===== src/sv/aaid_queue.sv =====
module aaid_queue #(
  parameter int W     = 8,
  parameter int DEPTH = 2
) (
  input  logic         clk,
  input  logic         rst_n,
  input  logic         wr_valid,
  output logic         wr_ready,
  input  logic [W-1:0] wr_data,
  output logic         rd_valid,
  input  logic         rd_ready,
  output logic [W-1:0] rd_data
);

  localparam int PTR_W = (DEPTH > 1) ? $clog2(DEPTH) : 1;
  localparam int CNT_W = $clog2(DEPTH + 1);

  logic [W-1:0]     slot_r [DEPTH];
  logic [PTR_W-1:0] wptr_r;
  logic [PTR_W-1:0] rptr_r;
  logic [CNT_W-1:0] cnt_r;
  logic             push;
  logic             pop;

  assign wr_ready = cnt_r != CNT_W'(DEPTH);
  assign rd_valid = cnt_r != '0;
  assign rd_data  = slot_r[rptr_r];
  assign push     = wr_valid && wr_ready;
  assign pop      = rd_valid && rd_ready;

  always_ff @(posedge clk) begin
    if (!rst_n) begin
      wptr_r <= '0;
      rptr_r <= '0;
      cnt_r  <= '0;
    end else begin
      if (push) begin
        wptr_r <= (wptr_r == PTR_W'(DEPTH - 1)) ? '0 : wptr_r + 1'b1;
      end
      if (pop) begin
        rptr_r <= (rptr_r == PTR_W'(DEPTH - 1)) ? '0 : rptr_r + 1'b1;
      end
      if (push && !pop) begin
        cnt_r <= cnt_r + 1'b1;
      end else if (pop && !push) begin
        cnt_r <= cnt_r - 1'b1;
      end
    end
  end

  always_ff @(posedge clk) begin
    if (push) begin
      slot_r[wptr_r] <= wr_data;
    end
  end

endmodule


===== config.mk =====
export PLATFORM = sky130hd
export DESIGN_NAME = aaid_queue
export DESIGN_NICKNAME = d
export VERILOG_FILES = /design/src/sv/aaid_queue.sv
export SDC_FILE = /design/constraint.sdc
export NUM_CORES = 1
export LEC_CHECK = 0
export BUFFER_PORTS_ARGS = -buffer_cell sky130_fd_sc_hd__buf_2
export CORE_ASPECT_RATIO = 1.2
export CORE_MARGIN = 4
export CORE_UTILIZATION = 35
export DETAILED_ROUTE_END_ITERATION = 7
export GPL_ROUTABILITY_DRIVEN = 0
export GPL_TIMING_DRIVEN = 0
export SYNTH_ARGS = -nofsm -noshare
export SYNTH_HDL_FRONTEND = slang
export SYNTH_SLANG_ARGS = --single-unit

===== constraint.sdc =====
create_clock -name clk -period 1.8 [get_ports clk]
set_input_delay 0.09 -clock clk [delete_from_list [all_inputs] [get_ports clk]]
set_output_delay 0.09 -clock clk [all_outputs]
set_load 0.02 [all_outputs]

-- Word level (Yosys, flattened, before mapping)
Memories as Yosys holds them, arrays and structs flattened. A register that Yosys moved wholly into a read port is not among the register bits.
Index checks and enable logic that the tools add are counted.
Widths: inputs -> output; s select.
- memories kept: 1
- logic and storage cells: 25
- bits in writable memories: 16
- bits in registers: 4
- input bits: 12
- memories (memory ; depth ; bits a word ; rd ports ; clocked after Yosys merged registers in ; wr ports ; RTL line ; RTL):
    slot_r ; 2 ; 8 ; 1 ; 1 ; 1 ; 18 ; logic [W-1:0] slot_r [DEPTH];
- reduce and logical (&&, ||, !) cells: 8
- eq/ne operators: 1
- multiplexer cells: 8
- $add $sub $neg: 4
- operators with widths (operator ; count):
    $mux 1 ; 6
    $logic_and 1x1->1 ; 4
    $mux 2 ; 2
    $reduce_bool 2->1 ; 2
    $add 1x1->1 const B ; 2
    $add 2x1->2 const B ; 1
    $logic_not 1->1 ; 2
    $ne 2x2->1 const B ; 1
    $sub 2x1->2 const B ; 1

-- Longest topological paths before layout
- depth in word-level cells: 6
- mapped depth: 6

-- Worst setup path after synthesis
No wires, ideal clock.
- kind: flip-flop to flip-flop
- from: register cnt_r[0]
- to: register cnt_r[1]
- clock period less this slack: 1.524 ns
- stages on the path, launching flop included: 6
- arrival time: 1.454 ns
- path slack: 0.276 ns
- data required time: 1.730 ns
- buffers on the path: 0
- cell sequence: dfxtp_1 -> nand2b_4 -> and2_1 -> ha_1 -> or3_1 -> a21oi_1
- longest elaborated chain between the ends: 5
- elaborated cells on any way between the ends: 13
- those cells by class: add/sub: 2; eq/ne: 1; mux: 2; reduce/logical: 8
- RTL lines (item ; RTL line ; RTL):
    start: declaration ; 21 ; logic [CNT_W-1:0] cnt_r;
    start signal: assignment ; 44 ; cnt_r <= cnt_r + 1'b1;
    start signal: assignment ; 46 ; cnt_r <= cnt_r - 1'b1;
    $ne 2x2->1 * ; 25 ; assign wr_ready = cnt_r != CNT_W'(DEPTH);
    named net wr_ready ; 8 ; output logic wr_ready,
    $logic_and 1x1->1 * ; 28 ; assign push = wr_valid && wr_ready;
    $logic_not 1->1 ; 45 ; end else if (pop && !push) begin
    $logic_and 1x1->1 ; 45 ;
    $reduce_bool 2->1 (no source line) ; - ;
The timed path passes the listed nets; every way through them passes the cells marked *. The select of a mux whose other input is x is not followed.
A chain may end at the register's enable or synchronous reset.

-- Final worst setup path
- from: register cnt_r[0]
- to: register cnt_r[1]
- longest elaborated chain between the ends: 5
- elaborated cells on any way between the ends: 13
- those cells by class: add/sub: 2; eq/ne: 1; mux: 2; reduce/logical: 8
- RTL lines (item):
    parallel branches: the longest is 5 deep, another holds $sub 2x1->2
Parallel ways; which one is timed is not known. The select of a mux whose other input is x is not followed.

==> flow_summary.json <==
{
  "p_leak_nw": 0.426,
  "ys.warnings.count": 0,
  "fin_skew_ns": 0.000953,
  "p_sw_share_pct": 32.2,
  "syn_inst": 50,
  "wl_per_cell_um": 11.3,
  "required_ns": 2.03,
  "final_common_cell": "buf_2",
  "dr.pass1.iters": 4,
  "clk_latency_ns": 0.29,
  "port_buffers": 21,
  "drc": 0,
  "cts-root-buf": "clkbuf_4",
  "final_cell_mix": "22 x buf_2, 16 x edfxtp_1, 8 x mux2_2, 8 x dlygate4sd3_1, 5 x dfxtp_1",
  "wl_mm": 1.28,
  "cts_resized": 0,
  "clk_pin_slew_worst_paths_ns": 0.11,
  "syn_nets": 63,
  "comb_power_share_pct": 35.7,
  "fmax_ghz": 0.636,
  "layout.nets": 97,
  "min_path_type": "input pin to flip-flop",
  "grt_pass1_vias": 495,
  "power.total_mw": 1.36,
  "power.switching_mw": 0.437,
  "drv_cap": 0,
  "grt_use_total_pct": 8.16,
  "grt_antenna_before_repair": 0,
  "synth_seq_cells": 21,
  "hold_buffers": 8,
  "htree_levels": 1,
  "place_area_um2": 952,
  "crit_fanout": 5,
  "hold_viol": 0,
  "synth.distinct_cells": 17,
  "post-dp-hpwl_um": 896,
  "fin_area_mm2": 0.00106,
  "placement_rows": 18,
  "timing.setup.tns_ns": 0,
  "synth_area_um2": 810,
  "viasPerCell": 4.35,
  "seqPwrFrac_pct": 48.4,
  "die_x_um": 51.9,
  "grt_pass1_wl_mm": 1.91,
  "startpoint_type": "flip-flop",
  "crit_type": "flip-flop to flip-flop",
  "clock-sinks": 21,
  "die_h_um": 60.7,
  "syn_avg_cell_area_um2": 16.2,
  "intPower_mw": 0.920,
  "syn_to_final_growth_pct": 30.8,
  "status": "finished clean",
  "antenna_left": 0,
  "dr_total_vias": 492,
  "cts_setup_buffers": 0,
  "cts_made_buffers": 3,
  "powerDensity_mw_per_mm2": 1280,
  "core-area_mm2": 0.00214,
  "fill_cells": 203,
  "cts_tree": "yes",
  "dp_cells": 101,
  "slew_viol_final": 0,
  "period_minus_slack_ns": 1.57,
  "layout.cells.non_filler": 113,
  "drt-initial-drc-count": 10,
  "endpoint_kind": "flip-flop",
  "min_period_over_period_pct": 87.3,
  "grt_overflow_total": 0,
  "diodes": 0,
  "maxSlewHeadroom_pct": 74.4,
  "grt_start_max_net_pins": 12,
  "io-pin-count": 22,
  "rsz0062_at_grt": "false",
  "clockBufferDepth": 2,
  "drive_above_1_share_pct": 43.4,
  "critical_path_arrival_ns": 1.80,
  "hold_ws_ns": 0.0763,
  "worstMarginPinSlew_ns": 0.383,
  "setup_viol": 0,
  "dieArea_mm2": 0.00315,
  "peakVddDrop_v": 0.000631,
  "ys_seq_area_share_pct": 71.7,
  "p_clk_share_pct": 15.9,
  "initial_core_util_pct": 37.8
}
==> power by group through the flow <==
stage | Sequential (mW) | Combinational, mW | Clock [mW]
3_3_place_gp | 0.665 | 0.469 | 0
2_1_floorplan | 0.658 | 0.357 | 0
4_1_cts | 0.658 | 0.497 | 0.222
6_report | 0.656 | 0.485 | 0.216
5_1_grt | 0.666 | 0.533 | 0.244
3_5_place_dp | 0.670 | 0.481 | 0
==> final cells by class <==
| type | count | area, µm² | share of cell area (%) |
|---|---|---|---|
| timing repair buffer | 29 | 185 | 17.5 |
| buffer | 1 | 5.00 | 0.473 |
| tap | 30 | 37.5 | 3.55 |
| clock buffer | 4 | 26.3 | 2.48 |
| inverter | 2 | 7.51 | 0.709 |
| multi-input combinational | 26 | 216 | 20.4 |
| sequential | 21 | 581 | 54.8 |
==> final timing paths <==
path | start | end | slack, ns | depth (start not counted)
max reg2reg | cnt_r[0]$_SDFFE_PN0P_ | cnt_r[1]$_SDFFE_PN0P_ | 0.23 | 5
min | rst_n | flip-flop | 0.08 | 3
min reg2reg | rptr_r$_SDFFE_PN0P_ | flip-flop | 0.52 | 2
max | cnt_r[0]$_SDFFE_PN0P_ | cnt_r[1]$_SDFFE_PN0P_ | 0.23 | 5
==> stage by stage <==
stage	utilization [%]	worst slack, ns
after floorplan	-	0.276
after global placement	44.5	0.274
after detailed placement	44.5	0.248
after CTS	49.5	0.210
after global routing	49.5	0.128
final	49.5	0.228
==> state kept, by name (all words and copies together), names as in the netlist, named ones only <==
| signal | flops |
|---|---|
| wptr_r | 1 |
| cnt_r | 2 |
| rptr_r | 1 |
| slot_r | 16 |
==> Yosys cell counts <==
| cell type | number | area, µm² |
|---|---|---|
| inv_1 | 2 | 7.51 |
| and2_1 | 1 | 6.26 |
| edfxtp_1 | 16 | 480 |
| buf_2 | 1 | 5.00 |
| a21oi_1 | 2 | 10.0 |
| mux2_2 | 8 | 90.1 |
| xor2_1 | 3 | 26.3 |
| nand2b_4 | 1 | 13.8 |
| nand3b_1 | 1 | 7.51 |
| a21bo_2 | 1 | 10.0 |
| and3_1 | 1 | 6.26 |
| dfxtp_1 | 5 | 100 |
| or3_1 | 1 | 6.26 |
| ha_1 | 1 | 12.5 |
| or2_2 | 1 | 6.26 |
| nor2_1 | 3 | 11.3 |
| o21ai_0 | 2 | 10.0 |
==> critical path, cell delays in order (launching register included) <==
cell	delay, ns
dfxtp_1	0.37
nand2b_4	0.17
and2_1	0.16
ha_1	0.31
or3_1	0.37
a21oi_1	0.14
==> logic make-up (layout without fill, tap and decap cells) <==
family | after synthesis | after routing | share of synthesized area [%]
xor gates and xnor gates | 3 | 3 | 3.25
buffers and inverters | 3 | 36 | 1.55
DFF | 21 | 21 | 71.7
and+or+nand+nor | 9 | 9 | 7.11
muxes | 8 | 8 | 11.1
AOI/OAI and AO/OA | 5 | 5 | 3.71
adders and majority gates | 1 | 1 | 1.55
==> metal layers <==
layer,global-route usage [%],up-vias,part of all wire (%)
li1,-,248,-
met3,1.97,2,8.0
met2,15.6,17,53
met4,3.37,0,0.47
met1,8.37,225,38
met5,0,-,0
(Power assumes the default switching activity.)
