<file path="src/sv/aaid_pkg.sv">
package aaid_pkg;

  localparam int MAX_SIDE_DEF = 2048;
  localparam int CH_N         = 4;
  localparam int PIX_W        = 8;
  localparam int CFG_W        = 12;
  localparam int CFG_IDX_W    = 3;
  localparam int QUEUE_DEPTH  = 2;
  localparam int QUO_W        = PIX_W + 1;

  localparam logic [CFG_IDX_W-1:0] REG_SRC_W = 3'd0;
  localparam logic [CFG_IDX_W-1:0] REG_SRC_H = 3'd1;
  localparam logic [CFG_IDX_W-1:0] REG_TGT_W = 3'd2;
  localparam logic [CFG_IDX_W-1:0] REG_TGT_H = 3'd3;

  // width of one packed command word between front and back
  function automatic int cmd_width(int max_side);
    int side_w;
    int idx_w;
    side_w = $clog2(max_side + 1);
    idx_w  = $clog2(max_side);
    return CH_N * PIX_W + 6 * side_w + 2 * idx_w + 3;
  endfunction

endpackage

</file>
<file path="src/sv/aaid_front.sv">
module aaid_front import aaid_pkg::*; #(
  parameter int MAX_SIDE = MAX_SIDE_DEF
) (
  input  logic                            clk,
  input  logic                            rst_n,
  input  logic                            cfg_we,
  input  logic [CFG_IDX_W-1:0]            cfg_index,
  input  logic [CFG_W-1:0]                cfg_data,
  input  logic                            in_valid,
  output logic                            in_ready,
  input  logic [PIX_W-1:0]                in_red,
  input  logic [PIX_W-1:0]                in_green,
  input  logic [PIX_W-1:0]                in_blue,
  input  logic [PIX_W-1:0]                in_alpha,
  output logic                            cmd_valid,
  input  logic                            cmd_ready,
  output logic [cmd_width(MAX_SIDE)-1:0]  cmd_data,
  input  logic                            clearing,
  output logic                            clear_req
);

  localparam int SIDE_W = $clog2(MAX_SIDE + 1);
  localparam int IDX_W  = $clog2(MAX_SIDE);
  localparam int AREA_W = 2 * SIDE_W;

  typedef struct packed {
    logic [CH_N-1:0][PIX_W-1:0] pix;
    logic [SIDE_W-1:0]          w0;
    logic [SIDE_W-1:0]          w1;
    logic [SIDE_W-1:0]          h0;
    logic [SIDE_W-1:0]          h1;
    logic [IDX_W-1:0]           a0;
    logic [IDX_W-1:0]           a1;
    logic [AREA_W-1:0]          t;
    logic                       emit;
    logic                       fdone;
    logic                       swap;
  } cmd_t;

  function automatic logic [SIDE_W-1:0] clamp_side(logic [CFG_W-1:0] v,
                                                   logic [SIDE_W-1:0] hi);
    if (v == '0) return SIDE_W'(1);
    if (32'(v) > 32'(hi)) return hi;
    return SIDE_W'(v);
  endfunction

  logic [CFG_W-1:0]  src_w_r, src_h_r, tgt_w_r, tgt_h_r;
  logic [SIDE_W-1:0] sw, sh, tw, th;
  logic [AREA_W-1:0] t_r;
  logic [SIDE_W-1:0] in_col_r, in_row_r, out_col_r, out_row_r;
  logic [AREA_W-1:0] xs_r, bxb_r, ys_r, byb_r;
  logic [AREA_W-1:0] xe, bx, ye, by;
  logic              col_done, row_done, row_end, frame_end, acc;
  cmd_t              cmd;

  assign clear_req = cfg_we && (cfg_index == REG_SRC_W || cfg_index == REG_SRC_H ||
                                cfg_index == REG_TGT_W || cfg_index == REG_TGT_H);

  assign sw = clamp_side(src_w_r, SIDE_W'(MAX_SIDE));
  assign sh = clamp_side(src_h_r, SIDE_W'(MAX_SIDE));
  assign tw = clamp_side(tgt_w_r, sw);
  assign th = clamp_side(tgt_h_r, sh);

  assign xe       = xs_r + AREA_W'(tw);
  assign bx       = bxb_r + AREA_W'(sw);
  assign col_done = xe >= bx;
  assign ye       = ys_r + AREA_W'(th);
  assign by       = byb_r + AREA_W'(sh);
  assign row_done = ye >= by;

  assign row_end   = ({1'b0, in_col_r} + 1'b1) >= {1'b0, sw};
  assign frame_end = row_end && (({1'b0, in_row_r} + 1'b1) >= {1'b0, sh});

  assign in_ready  = cmd_ready && !clearing && !cfg_we;
  assign cmd_valid = in_valid && !clearing && !cfg_we;
  assign acc       = in_valid && in_ready;

  always_comb begin
    cmd.pix   = {in_alpha, in_blue, in_green, in_red};
    cmd.w0    = col_done ? SIDE_W'(bx - xs_r) : tw;
    cmd.w1    = col_done ? SIDE_W'(xe - bx) : '0;
    cmd.h0    = row_done ? SIDE_W'(by - ys_r) : th;
    cmd.h1    = row_done ? SIDE_W'(ye - by) : '0;
    cmd.a0    = out_col_r[IDX_W-1:0];
    cmd.a1    = IDX_W'(out_col_r + 1'b1);
    cmd.t     = t_r;
    cmd.emit  = col_done && row_done;
    cmd.fdone = (({1'b0, out_row_r} + 1'b1) == {1'b0, th}) &&
                (({1'b0, out_col_r} + 1'b1) == {1'b0, tw});
    cmd.swap  = row_end && row_done;
  end

  assign cmd_data = cmd;

  always_ff @(posedge clk) begin
    if (!rst_n) begin
      src_w_r <= CFG_W'(1);
      src_h_r <= CFG_W'(1);
      tgt_w_r <= CFG_W'(1);
      tgt_h_r <= CFG_W'(1);
    end else if (cfg_we) begin
      case (cfg_index)
        REG_SRC_W: src_w_r <= cfg_data;
        REG_SRC_H: src_h_r <= cfg_data;
        REG_TGT_W: tgt_w_r <= cfg_data;
        REG_TGT_H: tgt_h_r <= cfg_data;
        default: ;
      endcase
    end
  end

  always_ff @(posedge clk) begin
    t_r <= AREA_W'(sw) * AREA_W'(sh);
  end

  always_ff @(posedge clk) begin
    if (!rst_n || clear_req || (acc && frame_end)) begin
      in_col_r  <= '0;
      in_row_r  <= '0;
      out_col_r <= '0;
      out_row_r <= '0;
      xs_r      <= '0;
      bxb_r     <= '0;
      ys_r      <= '0;
      byb_r     <= '0;
    end else if (acc) begin
      if (row_end) begin
        in_col_r  <= '0;
        out_col_r <= '0;
        xs_r      <= '0;
        bxb_r     <= '0;
        in_row_r  <= in_row_r + 1'b1;
        ys_r      <= ye;
        if (row_done) begin
          out_row_r <= out_row_r + 1'b1;
          byb_r     <= by;
        end
      end else begin
        in_col_r <= in_col_r + 1'b1;
        xs_r     <= xe;
        if (col_done) begin
          out_col_r <= out_col_r + 1'b1;
          bxb_r     <= bx;
        end
      end
    end
  end

endmodule

</file>
<file path="config.mk">
export PLATFORM = sky130hd
export DESIGN_NAME = aaid_front
export DESIGN_NICKNAME = d
export VERILOG_FILES = /design/src/sv/aaid_pkg.sv /design/src/sv/aaid_front.sv
export SDC_FILE = /design/constraint.sdc
export NUM_CORES = 1
export LEC_CHECK = 0
export ABC_AREA = 1
export BUFFER_PORTS_ARGS = -buffer_cell sky130_fd_sc_hd__buf_2
export CAP_MARGIN = 20
export CORE_ASPECT_RATIO = 1.5
export CORE_UTILIZATION = 34
export CTS_CLUSTER_DIAMETER = 30
export DETAILED_ROUTE_END_ITERATION = 12
export PLACE_DENSITY_LB_ADDON = 0.2
export SLEW_MARGIN = 15
export SYNTH_ARGS = -nofsm -noshare
export SYNTH_HDL_FRONTEND = slang
export SYNTH_SLANG_ARGS = --single-unit
</file>
<file path="constraint.sdc">
create_clock -name clk -period 7.61 [get_ports clk]
set_clock_uncertainty 0.2 [all_clocks]
set_input_delay 0.761 -clock clk [delete_from_list [all_inputs] [get_ports clk]]
set_output_delay 0.761 -clock clk [all_outputs]
set_load 0.03 [all_outputs]
</file>
After elaboration in Yosys (flattened, before gate mapping) --
Cells that the tools add are included.
Storage, ports and cells: flip-flop bits (word level) 216, logic and storage cells 113, input bits 53
Operators by class: reduce and logical (&&, ||, !) cells 32, $add $sub $neg 16, equality and inequality tests 5, multiplexer cells 38, $mul 1, order comparisons 8
Operator list (count):
- 12-bit two-way mux | 23
- 24-bit by 12-bit adder with 24-bit output | 4
- 24-bit two-way mux | 3
- 12-bit by 1-bit adder with 13-bit output (second input constant) | 4
- 12-bit by 1-bit adder with 12-bit output (second input constant) | 4
- 24-bit >= comparator | 2
- 12-bit zero test | 4
- 12-bit subtractor | 4
- 13-bit by 12-bit == test with 1-bit output | 2
- 13-bit by 12-bit >= comparator with 1-bit output | 2
- 12-bit greater-than comparator | 2
- 12-bit greater-than comparator (second input constant) | 2
- 12-bit by 12-bit multiplier with 24-bit output | 1
- 1-bit two-way mux | 12
- 2-bit AND reduction | 6
- 1-bit logical AND | 11
- 3-bit by 2-bit == test with 1-bit output (second input constant) | 2
- 1-bit logical OR | 5
- 3-bit by 1-bit == test with 1-bit output (second input constant) | 1
- 1-bit zero test | 3
- 3-bit zero test | 1
- 3-bit AND reduction | 1
- 2-bit nonzero test | 1

Depth between registers and ports, before layout --
depth after elaboration 14, mapped depth 48, gate-level depth less buffers 45

Worst setup path after synthesis --
OpenSTA, ideal clock, no wires.
path kind reg2out, start register src_w_r[0], end output port cmd_data[86], cell stages (with the launch flop) 37, buffers on the path 1, data required time 6649 ps, path slack 625 ps, arrival 6024 ps, cells stage by stage dfxtp_1 > nor4_1 > nand3_1 > nand2_1 > inv_2 > nor2_2 > inv_1 > ha_1 > a21oi_1 > o21ai_0 > nand2_1 > nand3_1 > nand2_1 > clkinv_1 > nand2_1 > o211ai_1 > ha_1 > fa_1 > nand3_1 > nand2_1 > a21oi_1 > o21ai_2 > a21boi_0 > o21ai_2 > nand2_1 > nor2_1 > nand2_1 > xor2_1 > ha_1 > nand2_1 > nor2_1 > a211oi_1 > o21ai_2 > nand2_1 > nand2_2 > clkbuf_1 > o21ai_0
On the way: word-level cells in the longest chain between the ends 13, elaborated cells on any way between the ends 19, those cells by class add/sub: 3; order compare: 3; mux: 12; reduce/logical: 1
Ends and longest elaborated chain:
- start, declared | RTL line aaid_front.sv:47 | logic [CFG_W-1:0] src_w_r, src_h_r, tgt_w_r, tgt_h_r;
- start signal, assigned | RTL line aaid_front.sv:103 | REG_SRC_W: src_w_r <= cfg_data;
- 12-bit greater-than comparator | RTL line aaid_front.sv:43 | if (32'(v) > 32'(hi)) return hi;
- 1-bit two-way mux (2 in series) | RTL line aaid_front.sv:43
- 12-bit two-way mux | RTL line aaid_front.sv:44 | return SIDE_W'(v);
- 12-bit two-way mux (*) | RTL line aaid_front.sv:43
- 12-bit greater-than comparator | RTL line aaid_front.sv:43
- 1-bit two-way mux (2 in series) | RTL line aaid_front.sv:43
- 12-bit two-way mux | RTL line aaid_front.sv:44
- 12-bit two-way mux | RTL line aaid_front.sv:43
- 24-bit by 12-bit adder with 24-bit output | RTL line aaid_front.sv:64 | assign xe = xs_r + AREA_W'(tw);
- 24-bit >= comparator | RTL line aaid_front.sv:66 | assign col_done = xe >= bx;
- 12-bit two-way mux (*) | RTL line aaid_front.sv:80 | cmd.w0 = col_done ? SIDE_W'(bx - xs_r) : tw;
- end, declared | RTL line aaid_front.sv:17 | output logic [cmd_width(MAX_SIDE)-1:0] cmd_data,
Mark *: on every way between the ends. The rest lies on a longest branch, timed or not. The select of a mux whose other input is x is not followed.

Worst setup path in the final report --
start register src_h_r[3], end output port cmd_data[62]
On the way: word-level cells in the longest chain between the ends 13, elaborated cells on any way between the ends 19, those cells by class add/sub: 3; order compare: 3; mux: 12; reduce/logical: 1
Ends and longest elaborated chain:
- start, declared | RTL line aaid_front.sv:47
- start signal, assigned | RTL line aaid_front.sv:104 | REG_SRC_H: src_h_r <= cfg_data;
- 12-bit greater-than comparator | RTL line aaid_front.sv:43
- 1-bit two-way mux (2 in series) | RTL line aaid_front.sv:43
- 12-bit two-way mux | RTL line aaid_front.sv:44
- 12-bit two-way mux (*) | RTL line aaid_front.sv:43
- 12-bit greater-than comparator | RTL line aaid_front.sv:43
- 1-bit two-way mux (2 in series) | RTL line aaid_front.sv:43
- 12-bit two-way mux (*) | RTL line aaid_front.sv:44
- 12-bit two-way mux (*) | RTL line aaid_front.sv:43
- 24-bit by 12-bit adder with 24-bit output (*) | RTL line aaid_front.sv:67 | assign ye = ys_r + AREA_W'(th);
- via ye[7] | RTL line aaid_front.sv:52 | logic [AREA_W-1:0] xe, bx, ye, by;
- 24-bit >= comparator (*) | RTL line aaid_front.sv:69 | assign row_done = ye >= by;
- 12-bit two-way mux (*) | RTL line aaid_front.sv:82 | cmd.h0 = row_done ? SIDE_W'(by - ys_r) : th;
Mark *: on every way through the listed nets, which the timed path passes. The rest lies on a longest branch. The select of a mux whose other input is x is not followed.

==> qor_table.md <==
| Item | Reported |
| --- | --- |
| Actual slew at the worst max-slew pin | 0.9268 ns |
| Count of maximum capacitance violations | 0 |
| Number of sinks driven by the clock tree | 216 |
| Initial core utilization | 34.55% |
| Number of antenna-violating nets in the routed design | 0 |
| Skew-Pair Late Insertion Delay | 0.64 ns |
| Clock share of power | 39.5% |
| Final estimated routing congestion in global placement | 0.9164 |
| Vias in the first global route | 19,630 |
| Pins over their slew limit | 0 |
| Area post-placement | 22,660 µm² |
| Row Count | 111 |
| Net Sw Power | 0.002754 W |
| Flop pwr share | 17.8% |
| End point of the worst hold path | bxb_r[22] |
| Dominant register cell in the synthesized netlist | sky130_fd_sc_hd__dfxtp_1 |
| Maximum level of the CTS H-tree | 2 |
| Maximum operating frequency | 138.4 MHz |
| Number of detailed-routing iterations run before antenna repair | 5 |
| Worst r2r dst | t_r[22] |
| CTS root buf | sky130_fd_sc_hd__clkbuf_16 |
| Final setup violating endpoints | 0 |
| Final routed DRC violation total | 0 |
| Worst-case vdd ir drop | 358.6 µV |
| Launching element type of the critical path | flip-flop |
| Minimum setup slack among reg-to-reg paths | 1.03 ns |
| Floorplan core area | 61,390 µm² |
| Total Routing Usage GR | 21.27% |
| Core occupancy in the finished layout | 41.07% |
| Number of buffers inserted by port buffering | 120 |
| RSZ-0062 raised after global routing | yes |
| Detailed placer's ending HPWL | 53,310 µm |
| Sequential-to-total area share from yosys stat | 20.39% |
| Relative slew slack | 37.99% |
| Vias after detailed routing | 19,570 |
| Share of power burned in combinational logic | 42.7% |
| #FFs+latches synth | 216 |
| Fraction of power spent switching nets | 41.33% |
| Number of enable-type register cells in the synthesized netlist | 0 |
| Pwr per Cell Area | 264.2 nW/µm² |
| Maximum root-to-sink buffer count | 3 |
| Die Span Y | 307.9 µm |
| Crit-path slowest cell | sky130_fd_sc_hd__dfxtp_1 |
| Post-place setup slack | 0.3626 ns |
| Wire length of the first global-routing pass | 104,700 µm |
| Total wirelength of the detailed-routed design | 67,430 µm |
| CP most frequent cell | sky130_fd_sc_hd__nand2_1 |
| Count of cells along the worst register-to-register path | 21 |
| Largest net degree at the start of global routing | 61 |
| Result of the run | finished, final reports clean |
| Biggest fanout along the worst timing path | 9 |
| Top library cells by usage in the layout, fill and taps aside | 575 x sky130_fd_sc_hd__nand2_1, 465 x sky130_fd_sc_hd__inv_1, 259 x sky130_fd_sc_hd__a21oi_1 |
| Area of the die | 63,400 µm² |
| Post-route setup slack | 0.3845 ns |
| Delay contributed by the slowest stage of the critical path | 0.35 ns |
| Post-CTS clock slew at the launch and capture registers of the worst setup and hold paths | 0.05 ns |
| Startpoint of the worst register-to-register path | src_h_r[11] |
| Number of buffers created by CTS | 60 |
| Clock tree from TritonCTS | done |
| Leakage power of the design | 12.42 nW |
| Startpoint of the worst hold path | bxb_r[22] |
| Netlist area before placement | 21,210 µm² |
| Number of distinct library cells after synthesis | 68 |
| Commonest non-fill, non-tap cell in the layout | sky130_fd_sc_hd__nand2_1 |
| Final critical path time including I/O delays and setup | 7.225 ns |
| Number of cells traversed by the worst hold path | 2 |
| Overflow left after global routing | 0 |
| Fin. Hold Viols | 0 |
| Kind of critical path | flip-flop to output port |
| Average wire per cell in the routed design | 17.00 µm |
| Initial antenna violation count | 2 |
| Count of boundary I/O pins | 185 |
| Nets in the synthesized netlist | 3,371 |
| Asr flop ratio synth | 0% |
| Chip Width | 205.9 µm |
| Fraction of the cycle the final worst path needs | 94.95% |
| Cell Int Power | 0.003909 W |
| Per-instance average area after synthesis | 7.114 µm² |
| Arrival time at the worst endpoint | 6.26 ns |
| Critical Path RT | 6.65 ns |
| Min-Delay Path Class | flip-flop to flip-flop |
| Iteration-0 DRC Markers | 984 |
| Fraction of final layout cells sized beyond drive strength 1 | 14.21% |
| Synthesized instance count | 2,981 |
| Final standard cell area without fillers | 25,210 µm² |
| Yosys Warn Count | 0 |
| Synth-to-layout area growth | 18.89% |
| Routed vias/inst | 4.933 |
| Number of nets in the layout | 3,515 |
| Type of destination of the critical path | output port |
-- worst max path at each step --
stage / start / endpoint / slack [ns] / depth (start not counted)
after CTS: src_h_r[8] / cmd_data[49] / 0.002 / 40
after detailed placement: src_w_r[0] / cmd_data[90] / 0.36 / 36
after global placement: src_w_r[0] / cmd_data[90] / 0.48 / 38
final: src_h_r[3] / cmd_data[62] / 0.38 / 37
after floorplan: src_w_r[0] / cmd_data[86] / 0.62 / 36
after global routing: src_w_r[0] / cmd_data[91] / -0.07 / 35
-- cell type report --
cell class,count,area [µm²]
fillers,6487,36170
multi-input cells,2155,14630
flip-flops and latches,216,4324
inverters,493,1863
clock buffers,77,1697
repair buffers,199,1270
well taps,791,989.7
clock inverters,34,430.4
diodes,2,5.005
-- stage by stage --
step,instances,hold slack [ns],total power (W),setup TNS (ns)
after floorplan,2981,0.2409,0.003106,0
after global placement,3842,0.2533,0.003885,0
after detailed placement,3842,0.2555,0.003879,0
after CTS,3954,0.2442,0.006574,0
after global routing,3965,0.2737,0.007052,-0.6047
final,3967,0.2644,0.006662,0
-- power by group through the flow --
stage	Clock, W	Sequential (W)	Combinational [W]
after detailed placement	0	0.00120	0.00268
after CTS	0.00269	0.00118	0.00270
final	0.00263	0.00118	0.00285
after global routing	0.00275	0.00119	0.00312
after floorplan	0	0.00121	0.00189
after global placement	0	0.00120	0.00268
-- flip-flops by register name (all words and copies together), names as in the netlist --
| name | flops |
|---|---|
| tgt_w_r | 12 |
| tgt_h_r | 12 |
| byb_r | 24 |
| in_row_r | 12 |
| in_col_r | 12 |
| ys_r | 24 |
| out_row_r | 12 |
| t_r | 24 |
| xs_r | 24 |
| src_w_r | 12 |
| out_col_r | 12 |
| src_h_r | 12 |
| bxb_r | 24 |
-- what timing repair did --
action                                  in CTS  in global routing
pin swaps                                    2                 19
hold endpoints to repair                     0                  0
buffers inserted                             1                 11
cloned                                       0                  0
resized for setup                           12                 84
hold buffers                                 0                  0
endpoints found under the setup margin      50                 50
-- worst max-delay path: cells and delay by family, from the launching register on --
| family | cells | cell delay [ns] |
|---|---|---|
| fa+ha+maj | 3 | 0.92 |
| flops | 1 | 0.35 |
| simple gates | 22 | 2.62 |
| buf+inv | 6 | 0.71 |
| xor+xnor | 1 | 0.16 |
| compound gates | 5 | 0.89 |
-- layer usage --
layer	vias up	GRT usage [%]	share of wire, %
met4	2	8.482	3.6
met1	9167	23.66	40
li1	9851	-	-
met3	151	3.138	4.3
met2	400	39.81	52
met5	-	0	0.013
-- synthesized netlist by cell type (all sizes together), types with 2 or more instances --
library cell  instances  area, µm²
and3                  3      18.77
clkinv               10      37.54
nand2               610       2416
xor2                110      970.9
nor3b                 2      15.01
o221ai                3      26.28
nor2                277       1099
nand3b                3      22.52
o21a                  4      30.03
a31o                  2      17.52
clkbuf               44      166.4
a21o                 10      75.07
o31ai                 5      42.54
nand4                40      286.5
o211ai               12      90.09
dfxtp               216       4324
o21ai               190      977.2
a22oi                32      240.2
nor4                  9      56.30
nand3               106      598.1
a221oi                2      17.52
a211oi               11      82.58
inv                 483       1813
nor3                 23      126.4
a31oi                11      68.82
or2                  14      90.09
a21oi               265       1341
and2                  4      25.02
ha                  230       2878
o21bai                7      52.55
o22ai                 3      18.77
fa                  107       2142
buf                  73      499.2
a21boi                4      30.02
xnor2                49      436.7
-- cell families (layout without fill, tap and decap cells) --
group	Yosys count	count (layout)	synth area share (%)
other	0	2	0
adders and majority gates	337	337	23.67
DFF	216	216	20.39
xor gates and xnor gates	159	159	6.638
and+or+nand+nor	1094	1094	22.51
AOI/OAI and AO/OA	565	565	14.92
buffers and inverters	610	803	11.86
Note: power is estimated with default switching activity, not from simulation.
