**src/sv/aaid_pkg.sv**
```systemverilog
package aaid_pkg;

  localparam int MAX_SIDE_DEF = 2048;
  localparam int CH_N         = 4;
  localparam int PIX_W        = 8;
  localparam int CFG_W        = 12;
  localparam int CFG_IDX_W    = 3;
  localparam int QUEUE_DEPTH  = 2;
  localparam int QUO_W        = PIX_W + 1;

  localparam logic [CFG_IDX_W-1:0] REG_SRC_W = 3'd0;
  localparam logic [CFG_IDX_W-1:0] REG_SRC_H = 3'd1;
  localparam logic [CFG_IDX_W-1:0] REG_TGT_W = 3'd2;
  localparam logic [CFG_IDX_W-1:0] REG_TGT_H = 3'd3;

  // width of one packed command word between front and back
  function automatic int cmd_width(int max_side);
    int side_w;
    int idx_w;
    side_w = $clog2(max_side + 1);
    idx_w  = $clog2(max_side);
    return CH_N * PIX_W + 6 * side_w + 2 * idx_w + 3;
  endfunction

endpackage

```
**src/sv/aaid_div.sv**
```systemverilog
module aaid_div import aaid_pkg::*; #(
  parameter int MAX_SIDE = MAX_SIDE_DEF
) (
  input  logic                                           clk,
  input  logic                                           rst_n,
  input  logic                                           in_valid,
  output logic                                           in_ready,
  input  logic [CH_N-1:0][PIX_W+2*$clog2(MAX_SIDE)-1:0]  in_sums,
  input  logic [2*$clog2(MAX_SIDE+1)-1:0]                in_t,
  input  logic                                           in_fdone,
  output logic                                           out_valid,
  input  logic                                           out_ready,
  output logic [CH_N-1:0][PIX_W-1:0]                     out_pix,
  output logic                                           out_fdone
);

  localparam int SUM_W = PIX_W + 2 * $clog2(MAX_SIDE);
  localparam int DW    = SUM_W + 2;
  localparam int CNT_W = $clog2(QUO_W);

  logic                        busy_r;
  logic                        out_valid_r;
  logic [CNT_W-1:0]            cnt_r;
  logic [DW-1:0]               dsh_r;
  logic [CH_N-1:0][DW-1:0]     rem_r;
  logic [CH_N-1:0][QUO_W-1:0]  quo_r;
  logic                        fdone_r;

  assign in_ready  = !busy_r && !out_valid_r;
  assign out_valid = out_valid_r;
  assign out_fdone = fdone_r;

  always_comb begin
    for (int c = 0; c < CH_N; c++) begin
      out_pix[c] = quo_r[c][QUO_W-1] ? '1 : quo_r[c][PIX_W-1:0];
    end
  end

  always_ff @(posedge clk) begin
    if (!rst_n) begin
      busy_r      <= 1'b0;
      out_valid_r <= 1'b0;
      cnt_r       <= '0;
    end else begin
      if (in_valid && in_ready) begin
        busy_r <= 1'b1;
        cnt_r  <= CNT_W'(QUO_W - 1);
      end else if (busy_r) begin
        cnt_r <= cnt_r - 1'b1;
        if (cnt_r == '0) begin
          busy_r      <= 1'b0;
          out_valid_r <= 1'b1;
        end
      end else if (out_valid_r && out_ready) begin
        out_valid_r <= 1'b0;
      end
    end
  end

  // restoring division of 2*sum+T by 2*T, one quotient bit per cycle
  always_ff @(posedge clk) begin
    if (in_valid && in_ready) begin
      dsh_r   <= DW'(in_t) << QUO_W;
      fdone_r <= in_fdone;
      for (int c = 0; c < CH_N; c++) begin
        rem_r[c] <= (DW'(in_sums[c]) << 1) + DW'(in_t);
        quo_r[c] <= '0;
      end
    end else if (busy_r) begin
      dsh_r <= dsh_r >> 1;
      for (int c = 0; c < CH_N; c++) begin
        if (rem_r[c] >= dsh_r) begin
          rem_r[c] <= rem_r[c] - dsh_r;
          quo_r[c] <= {quo_r[c][QUO_W-2:0], 1'b1};
        end else begin
          quo_r[c] <= {quo_r[c][QUO_W-2:0], 1'b0};
        end
      end
    end
  end

endmodule

```
**config.mk**
```make
export PLATFORM = sky130hd
export DESIGN_NAME = aaid_div
export DESIGN_NICKNAME = d
export VERILOG_FILES = /design/src/sv/aaid_pkg.sv /design/src/sv/aaid_div.sv
export SDC_FILE = /design/constraint.sdc
export NUM_CORES = 1
export LEC_CHECK = 0
export BUFFER_PORTS_ARGS = -buffer_cell sky130_fd_sc_hd__buf_2
export CORE_ASPECT_RATIO = 0.6
export CORE_MARGIN = 2
export CORE_UTILIZATION = 56
export DETAILED_ROUTE_END_ITERATION = 16
export HOLD_SLACK_MARGIN = 0.08
export PLACE_DENSITY = 0.78
export SLEW_MARGIN = 20
export SYNTH_ARGS = -nofsm -noshare
export SYNTH_HDL_FRONTEND = slang
export SYNTH_SLANG_ARGS = --single-unit
```
**constraint.sdc**
```tcl
create_clock -name clk -period 4.24 [get_ports clk]
set_clock_uncertainty 0.2 [all_clocks]
set_input_delay 0.636 -clock clk [delete_from_list [all_inputs] [get_ports clk]]
set_output_delay 0.636 -clock clk [all_outputs]
set_load 0.01 [all_outputs]
```
==> Word level (Yosys, flattened, before mapping) <==
Cells that the tools add are included.
{ "totals": {"reg_bits": 203, "out_inout_bits": 35, "word_cells": 73} }
{ "classes": {"addsub": 9, "n_lt_le_gt_ge": 4, "n_eq_ne": 1, "mux": 24, "bitwise": 2, "n_reduce_logical": 18} }
{ "ops": {"columns": ["cell", "count"], "rows": [
  ["two-way mux 128 bit", 2],
  ["two-way mux 32 bit", 6],
  ["adder 31 x 24 -> 32 bit", 4],
  [">= comparator 32 bit", 4],
  ["subtractor 32 bit", 4],
  ["two-way mux 8 bit", 4],
  ["nonzero test 2 bit", 6],
  ["two-way mux 1 bit", 10],
  ["two-way mux 4 bit", 2],
  ["AND reduction 2 bit", 4],
  ["zero test 4 bit", 1],
  ["subtractor 4 x 1 -> 4 bit, second input constant", 1],
  ["logical AND 1 bit", 3],
  ["AND reduction 3 bit", 1],
  ["zero test 1 bit", 2],
  ["inequality test 2 x 1 -> 1 bit, second input constant", 1],
  ["NOT 1 bit", 2],
  ["OR reduction 2 bit", 1]
]} }

==> Longest topological paths before layout <==
Gate-level depths: netlist (run 1).
{ "depth": {"depth_word": 5, "depth_mapped": 14, "ltp_nobuf": 14} }

==> Worst setup path before layout (run 1) <==
OpenSTA, ideal clock, no wires.
{ "synth_timing": {"kind": "flip-flop to flip-flop", "start": "reg dsh_r[1]", "end": "reg rem_r[100] in the netlist's numbering, enable pin", "setup_ns": 0.561, "arrival_ns": 3.315, "slack_ns": 0.164, "path_stages_with_launch": 13, "period_less_slack_ns": 4.076, "path_cell_list": "dfxtp_1 > inv_1 > fa_1 > a21o_1 > a21oi_1 > o211a_1 > o21ai_1 > a21oi_1 > o21bai_1 > a21oi_1 > a31oi_1 > o221ai_1 > nand3_1"} }
{ "synth_between": {"elab_chain_cells": 3} }
{ "synth_lines": {"columns": ["element", "line", "rtl"], "rows": [
  ["from (decl)", "aaid_div.sv:24", "logic [DW-1:0] dsh_r;"],
  ["from (signal assigned)", "aaid_div.sv:63", "dsh_r <= DW'(in_t) << QUO_W;"],
  ["from (signal assigned)", "aaid_div.sv:70", "dsh_r <= dsh_r >> 1;"],
  [">= comparator 32 bit", "aaid_div.sv:72", "if (rem_r[c] >= dsh_r) begin"],
  ["nonzero test 2 bit (no line)", null, null],
  ["AND reduction 2 bit (no line)", null, null],
  ["to (signal, indexed assignment)", "aaid_div.sv:66", "rem_r[c] <= (DW'(in_sums[c]) << 1) + DW'(in_t);"],
  ["to (signal, indexed assignment)", "aaid_div.sv:73", "rem_r[c] <= rem_r[c] - dsh_r;"],
  ["to (decl)", "aaid_div.sv:25", "logic [CH_N-1:0][DW-1:0] rem_r;"]
]} }
Every way passes these cells.
A chain may end at the register's enable or synchronous reset.

==> Worst setup path in the final report (run 1) <==
{ "layout_timing": {"start": "reg dsh_r[17]", "end": "reg rem_r[69] in the netlist's numbering, enable pin"} }
The elaborated chain is that of the path after synthesis.

==> results by stage, run 1 <==
Clock tree:
- CTS placed an instance of sky130_fd_sc_hd__clkbuf_16 at the clock tree root.
- Clock latency on the worst-skew pair, taken at its later pin, is 0.55 ns.
- After clock tree synthesis, the clock-pin slew on the worst setup and hold paths is 0.06 ns.
- The clock net in this run drives a total of approximately 200 sinks.
- The maximum buffer depth of the clock tree is 3.
- The number of levels the H-tree was split into is 1.
- The number of buffers added by the clock tree synthesis step is 23.
- The clock tree from TritonCTS is done.

Min path:
- The class of the most critical hold timing path is input port to flip-flop.

Logic synthesis:
- Synthesis produced a netlist with a net count of between 2000 and 3000.
- By area the synthesized netlist is led by sky130_fd_sc_hd__edfxtp_1 (24%), sky130_fd_sc_hd__ha_1 (14%), sky130_fd_sc_hd__a21oi_1 (6.6%).
- Yosys printed 0 warnings.
- Counting flops with a built-in enable in the synthesized netlist gives 152.
- The distinct cell type count of the synthesized netlist is 78.
- The mean instance size in the synthesized netlist is 8.57 um^2.
- The cell area that synthesis handed to floorplanning was 0.0193 mm^2.
- Synthesis inferred 203 register bits.
- The sequential element share of the synthesized area is approximately 29%.
- The top flip-flop cell by instance count after synthesis is sky130_fd_sc_hd__edfxtp_1.
- The most used standard cell by instance count after synthesis is sky130_fd_sc_hd__a21oi_1.
- Synthesis produced around 2300 cells.
- The biggest area contributor in the post-synthesis netlist is sky130_fd_sc_hd__edfxtp_1.
- After synthesis, the share of flip-flops with an asynchronous set or reset is 0%.
- The area share of the largest cell type after synthesis is 23.6%.
- The commonest cells after synthesis are sky130_fd_sc_hd__a21oi_1 (256), sky130_fd_sc_hd__ha_1 (221), sky130_fd_sc_hd__nor2_1 (185).

Setup path:
- The critical path in this run is classified as flip-flop to flip-flop.
- For the worst setup path, the data arrival time is 4.25 ns.
- STA classifies the critical path startpoint as a flip-flop.
- The highest fanout seen on the critical path is 25.
- Data on the critical path is required at its endpoint by 4.28 ns.
- The number of buffers and inverters on the critical path is 2.
- The worst setup path is captured at a flip-flop.
- The cell at the slowest stage of the critical path is sky130_fd_sc_hd__a2111oi_0.
- The critical path's top delay family is compound AO/OA/AOI/OAI gates.
- The highest cell delay on the worst timing path is 0.54 ns.
- Traced cell by cell, the critical path runs through inv_1, ha_1, a21o_1, a21oi_1, o21bai_1, a21o_1, a2111oi_0, nor3_1, a2111oi_0, a211oi_1, a21oi_1, nand2_1, buf_4.

Floorplan:
- The die is about 150 um tall.
- The count of boundary I/O pins is around 180.
- The region available for standard cell placement spans 0.0338 mm^2.
- The width of the die is 244 um.
- The total number of placement rows is 52.
- The effective utilization at floorplan is 57.1%.
- The floorplan die area is roughly 0.036 mm^2.

Cells and area:
- Cells with a size suffix above 1 make up 12.3% of the layout.
- The final-stage net count is approximately 2800.
- The layout overhead on the synthesized area is 11.9%.
- The register cell area after layout is 0.00559 mm^2.
- For this run, the share of the core covered by cells in the final layout is between 60% and 70%.
- The layout has 2834 filler cells.
- The antenna diode count is 0.
- The multi-input combinational cells in the finished layout cover a total of 0.0131 mm^2.

Drt:
- The mean routed wirelength per cell is 20.5 um.
- The number of iterations in the first detailed-routing pass is 6.
- The count of nets left with antenna violations after detail routing is 0.
- The DRC marker count from the first detailed-route iteration is 1902.
- The mean number of vias per cell is 6.30.
- The routed layout has roughly 18000 vias.
- The final wirelength is 59.4 mm.
- The residual DRC count is 0.

STA:
- The final-report hold violation count is 0.
- For this run, the top clock speed supported by timing is 238 MHz.
- The smallest clock period supported by the final layout is computed as 4.20 ns.
- The setup-violating endpoint count in the final report is 0.
- The max-slew violation count is 0.
- Headroom to the max-slew limit came out at 54.0%.
- Setup repair after global routing left no endpoint under its margin.
- The setup total negative slack is 0 ns.
- The worst path uses 99.1% of the clock period.
- At the pin with the least slew margin, the transition time is ~0.68 ns.

Global route:
- The met1 track demand over resource is 48.5%.
- The met2 capacity usage during global routing is 46.9%.
- The number of antenna violations at the first check in global routing came to 0.
- The first global-routing pass estimated slightly above 90 mm of wire.
- Entering global routing, the biggest net connects 119 pins.
- The global-route track usage on met3 is 6.06%.
- For this run the aggregate overflow at the end of global routing stands at 0.
- The global-route usage over all layers is 32.1%.
- After global routing, the most crowded layer is met1.
- The number of global-route vias before repair is 16838.

Place:
- Port buffering added 183 buffers.
- Routability-driven placement finished with a final weighted congestion of 0.985.
- After legalization and detailed placement, the total HPWL measured approximately 46 mm.

Status:
- The run finished with clean final reports.

Run:
- The max-capacitance violation count is 0.

Power and ir drop:
- The largest vdd supply drop is ~0.33 mV.
- For this design the static power due to leakage is about 9.6 nW.
- For this design the ratio of total power to cell area is 687 mW/mm^2.
## routing by layer
layer  routed length [um]  part of all wire, %
met1                27000                   46
met4                 1440                  2.4
met2                24200                   41
met5                    0                    0
met3                 6670                   11
## area by class of cell
class	instances	share of cell area, %
clock buffers	36	3.22
clock inverters	6	0.504
inverters	90	1.59
multi-input cells	1888	60.8
flip-flops and latches	203	25.9
well taps	459	2.66
repair buffers	211	5.40
## through the flow
stage                     setup slack, ns  hold slack [ns]  instances  power (mW)  cell area, um^2
after floorplan                     0.164            0.230       2252        10.3            19300
after global placement              0.290            0.279       2850        12.2            20800
after detailed placement            0.242            0.290       2850        12.4            20800
after CTS                           0.216            0.171       2893        14.6            21600
after global routing              0.00424            0.190       2893        15.9            21600
final                              0.0391            0.187       2893        14.8            21600
## kinds of logic (layout without fill, tap and decap cells)
kind of cell,after synthesis,count (layout),synth area share (%)
XOR/XNOR,207,207,9.39
AO/OA/AOI/OAI,751,751,24.6
AND/OR/NAND/NOR,649,649,16.1
multiplexers,52,52,2.70
buffers and inverters,161,343,3.14
flip-flops,203,203,28.9
adder cells (fa/ha/maj),229,229,15.2
## where the power goes
part,internal (mW),leakage [nW],switching [mW]
Combinational,3.77,7.26,5.39
Sequential,3.21,1.89,0.289
Clock,1.31,0.395,0.878
## registers in the layout, indices dropped and copies added (netlist names)
| name | flops |
|---|---|
| out_valid | 1 |
| busy_r | 1 |
| cnt_r | 4 |
| dsh_r | 32 |
| rem_r | 128 |
| out_fdone | 1 |
| quo_r | 36 |
## path summary, 6_finish.rpt
kind	from	end	slack [ns]	cells past startpoint
max	dsh_r[17]$_DFFE_PP_	rem_r[69]$_DFFE_PP_	0.04	13
min	rst_n	busy_r$_SDFF_PN0_	0.19	2
max reg2reg	dsh_r[17]$_DFFE_PP_	rem_r[69]$_DFFE_PP_	0.04	13
min reg2reg	quo_r[27]$_SDFFE_PP0P_	quo_r[27]$_SDFFE_PP0P_	0.30	2
## layout by cell type, fill, tap and decap left out, types with 15 or more instances in the layout
cell                          n
sky130_fd_sc_hd__a211oi_1    21
sky130_fd_sc_hd__a21o_1     116
sky130_fd_sc_hd__a21oi_1    256
sky130_fd_sc_hd__a22o_1      20
sky130_fd_sc_hd__a31oi_1     18
sky130_fd_sc_hd__and3_1      21
sky130_fd_sc_hd__buf_2      183
sky130_fd_sc_hd__buf_4       24
sky130_fd_sc_hd__clkbuf_16   24
sky130_fd_sc_hd__dfxtp_1     50
sky130_fd_sc_hd__edfxtp_1   152
sky130_fd_sc_hd__ha_1       221
sky130_fd_sc_hd__inv_1       89
sky130_fd_sc_hd__mux2i_1     51
sky130_fd_sc_hd__nand2_1    183
sky130_fd_sc_hd__nand2b_1    41
sky130_fd_sc_hd__nand3_1     53
sky130_fd_sc_hd__nand4_1     29
sky130_fd_sc_hd__nor2_1     185
sky130_fd_sc_hd__nor2b_1     26
sky130_fd_sc_hd__nor3_1      19
sky130_fd_sc_hd__o211ai_1    15
sky130_fd_sc_hd__o21a_1      26
sky130_fd_sc_hd__o21ai_0     89
sky130_fd_sc_hd__o21ai_1     74
sky130_fd_sc_hd__o21bai_1    21
sky130_fd_sc_hd__or2_2       34
sky130_fd_sc_hd__xnor2_1    113
sky130_fd_sc_hd__xor2_1      94
## repair_timing
| action | CTS | global route |
|---|---|---|
| setup buffers | 0 | 0 |
| resized for setup | 0 | 0 |
| hold buffers | 1 | 0 |
| endpoints found under the hold margin | 1 | 0 |
(Power assumes the default switching activity.)
==> inputs of run 2 (changes only) <==
CORE_UTILIZATION = 57   (was 56)
CTS_BUF_LIST = sky130_fd_sc_hd__clkbuf_4 sky130_fd_sc_hd__clkbuf_8   (was default)
PLACE_DENSITY = 0.79   (was 0.78)
==> run 2 against run 1 <==
Against the previous run: register-to-register slack improved by 0.30 ns; hold slack got worse by 0.040 ns; combinational power increased by 0.9%; first-iteration DRC count decreased by 0.37%; critical path depth unchanged; fmax increased by 7.6%; clock power decreased by 9%; worst setup slack improved by 0.30 ns; critical endpoint is now rem_r[64]$_DFFE_PP_.
==> results by stage, run 2 (same netlist as run 1, synthesis figures left out) <==
Run:
- The max-capacitance violation count is 0.

Power and ir drop:
- The static leakage is ~9.6 nW.
- The largest vdd supply drop is around 0.27 mV.
- For this design the ratio of total power to cell area is 682 mW/mm^2.

Drt:
- The mean number of vias per cell is 6.26.
- The number of iterations in the first detailed-routing pass is 6.
- The detail route stage leaves a number of antenna-violating nets equal to 0.
- The DRC marker count from the first detailed-route iteration is 1895.
- The mean routed wirelength per cell is about 21 um.
- The routed design has 59.8 mm of wire.
- The number of vias after detailed routing is roughly 18000.
- After detailed routing, the number of remaining DRC violations is 0.

Global route:
- The number of global-route vias before repair was 17101.
- The wire length of the first global-routing pass is ~92 mm.
- The number of antenna violations at the first check in global routing came to 1.
- The pin count of the biggest net entering global routing is 78.
- The total overflow reported by the global router is 0.
- Global routing used 32.9% of the available tracks across all layers.

Clock tree:
- The number of buffers added by the clock tree synthesis step is 37.
- The clock tree from TritonCTS is done.
- Counting every sink on the clock net gives 203.
- In this run, post-CTS repair resized a total of 0 instances.
- The clock passes through at most 3 buffers.
- The number of levels the H-tree was split into is 2.
- The clock tree root buffer cell is sky130_fd_sc_hd__clkbuf_8.
- The clock transition at the register clock pins on the worst setup and hold paths after CTS is 0.06 ns.
- The insertion delay to the later sink of the worst-skew pair is 0.57 ns.

Cells and area:
- The final core area utilization is 64.4%.
- The top cell types in the final layout, fill and taps aside, are sky130_fd_sc_hd__a21oi_1 (256), sky130_fd_sc_hd__ha_1 (221), sky130_fd_sc_hd__nor2_1 (185).
- The largest registers in the layout are rem_r x128, quo_r x36, dsh_r x32.
- The share of layout cells above drive strength 1 is 13.3%.
- The layout overhead on the synthesized area is 11.7%.
- The register name with the most flops is rem_r.
- Leaving out fill and tap cells, the most frequent cell in the layout is sky130_fd_sc_hd__a21oi_1.
- The number of flip-flops in the largest register is between 100 and 150.
- The final-stage net count is between 2000 and 3000.
- The number of antenna diodes in the final layout is 0.
- The filler cell count is between 2000 and 3000.
- After routing the design area is 0.0216 mm^2.

Setup path:
- The cell at the slowest stage of the critical path is sky130_fd_sc_hd__a2111oi_0.
- STA puts the critical path data required time at 4.35 ns.
- The critical path is of the flip-flop to flip-flop type.
- Of all nets on the critical path, the largest fanout is 29.
- For this run, the slowest stage of the critical path takes 0.46 ns.
- The flop-to-flop setup slack is 0.34 ns.
- STA classifies the critical path endpoint as a flip-flop.
- For the worst setup path, the data arrival time is 4.01 ns.
- Walking the worst path, the cells encountered are inv_1, ha_1, a21o_1, a21oi_1, o21bai_1, a21o_1, a2111oi_0, nor3_1, a2111oi_0, a211oi_1, a21oi_1, nand2_1, buf_12.
- The startpoint kind of the worst setup timing path is a flip-flop.

STA:
- The final-report hold violation count is 0.
- Setup repair after global routing left no endpoint under its margin.
- Setup violations remaining at the end of the flow were counted as 0.
- After routing, the total negative slack on setup checks comes to 0 ns.
- The slew of the pin with the lowest slew margin is 0.783 ns.
- The worst pin sits at a relative slew slack of 47.3%.
- The routed design could run at a clock period as short as 3.90 ns.
- The max-slew violation count is 0.
- The final period utilization is 92.1%.
- The timing-limited maximum frequency is between 200 and 300 MHz.

Floorplan:
- The floorplan die area is around 0.035 mm^2.
- For this design the top-level I/O count stands at 184.
- In this run the core area contains 52 standard-cell rows.
- The y dimension of the die is 147 um.
- The effective utilization at floorplan is between 50% and 60%.
- The width of the die is between 200 and 250 um.
- The floorplan step defined a core boundary enclosing roughly 0.034 mm^2.

Status:
- The run finished with clean final reports.

Place:
- The congestion estimate from routability-driven global placement came to 0.984.
- The number of port buffers is 183.
- The post-detailed-placement half-perimeter wirelength is 46.6 mm.
- The placement-stage cell area is ~0.021 mm^2.

Min path:
- The tightest min-delay check is of the input port to flip-flop type.
-- run 2: changes by cell type in the layout (fill, tap and decap cells not counted), moves of 4 or more --
cell                        before  now
sky130_fd_sc_hd__clkinv_1        0    4
sky130_fd_sc_hd__clkbuf_1        7    0
sky130_fd_sc_hd__clkbuf_8        5   43
sky130_fd_sc_hd__clkbuf_4        0   14
sky130_fd_sc_hd__clkbuf_16      24    0
sky130_fd_sc_hd__buf_4          24   19
-- run 2: path summary, 6_finish.rpt --
check | start | to | depth (start not counted)
setup / recovery | dsh_r[17]$_DFFE_PP_ | rem_r[64]$_DFFE_PP_ | 13
hold / removal | rst_n | busy_r$_SDFF_PN0_ | 2
setup reg to reg | dsh_r[17]$_DFFE_PP_ | rem_r[64]$_DFFE_PP_ | 13
hold reg to reg | quo_r[27]$_SDFFE_PP0P_ | quo_r[27]$_SDFFE_PP0P_ | 2
-- run 2: area by class of cell --
| class | instances | area, um^2 | area share (%) |
|---|---|---|---|
| Inverter | 90 | 343 | 1.59 |
| Clock inverter | 11 | 53.8 | 0.249 |
| Timing Repair Buffer | 209 | 1190 | 5.51 |
| Tap cell | 459 | 574 | 2.66 |
| Multi-Input combinational cell | 1888 | 13100 | 60.8 |
| Clock buffer | 57 | 697 | 3.23 |
| Sequential cell | 203 | 5590 | 25.9 |
-- run 2: layer usage --
layer | GRT usage, % | share of wire [%] | wire [um] | vias up
met4 | 10.5 | 2.8 | 1670 | 0
met1 | 49.0 | 46 | 27800 | 8585
met2 | 47.1 | 40 | 24100 | 893
met3 | 6.97 | 10 | 6240 | 110
met5 | 0 | 0 | 0 | -
li1 | - | - | - | 8665
-- run 2: what timing repair did --
action | 4_1_cts | 5_1_grt
hold endpoints to repair | 1 | 0
hold buffers | 1 | 0
setup buffers | 0 | 0
-- run 2: power breakdown --
part	total, mW	leakage (nW)	internal (mW)	switching, mW
logic	9.24	7.26	3.80	5.44
clock network	2.00	0.404	1.05	0.944
registers	3.48	1.89	3.21	0.269
-- run 2: critical path: cells and delay by family (launching register included) --
| family | cells | cell delay [ns] |
|---|---|---|
| adders and majority gates | 1 | 0.34 |
| DFF | 1 | 0.42 |
| and+or+nand+nor | 2 | 0.34 |
| buffers and inverters | 2 | 0.43 |
| AOI/OAI and AO/OA | 8 | 1.90 |
-- run 2: through the flow --
stage                     std cells  setup slack (ns)  total power [mW]  hold WS [ns]
final                          2917             0.337              14.7         0.147
after global routing           2917             0.188              15.8         0.125
after CTS                      2917             0.449              14.5         0.104
after detailed placement       2848             0.216              12.4         0.282
after global placement         2848             0.301              12.2         0.278
after floorplan                2252             0.164              10.3         0.230
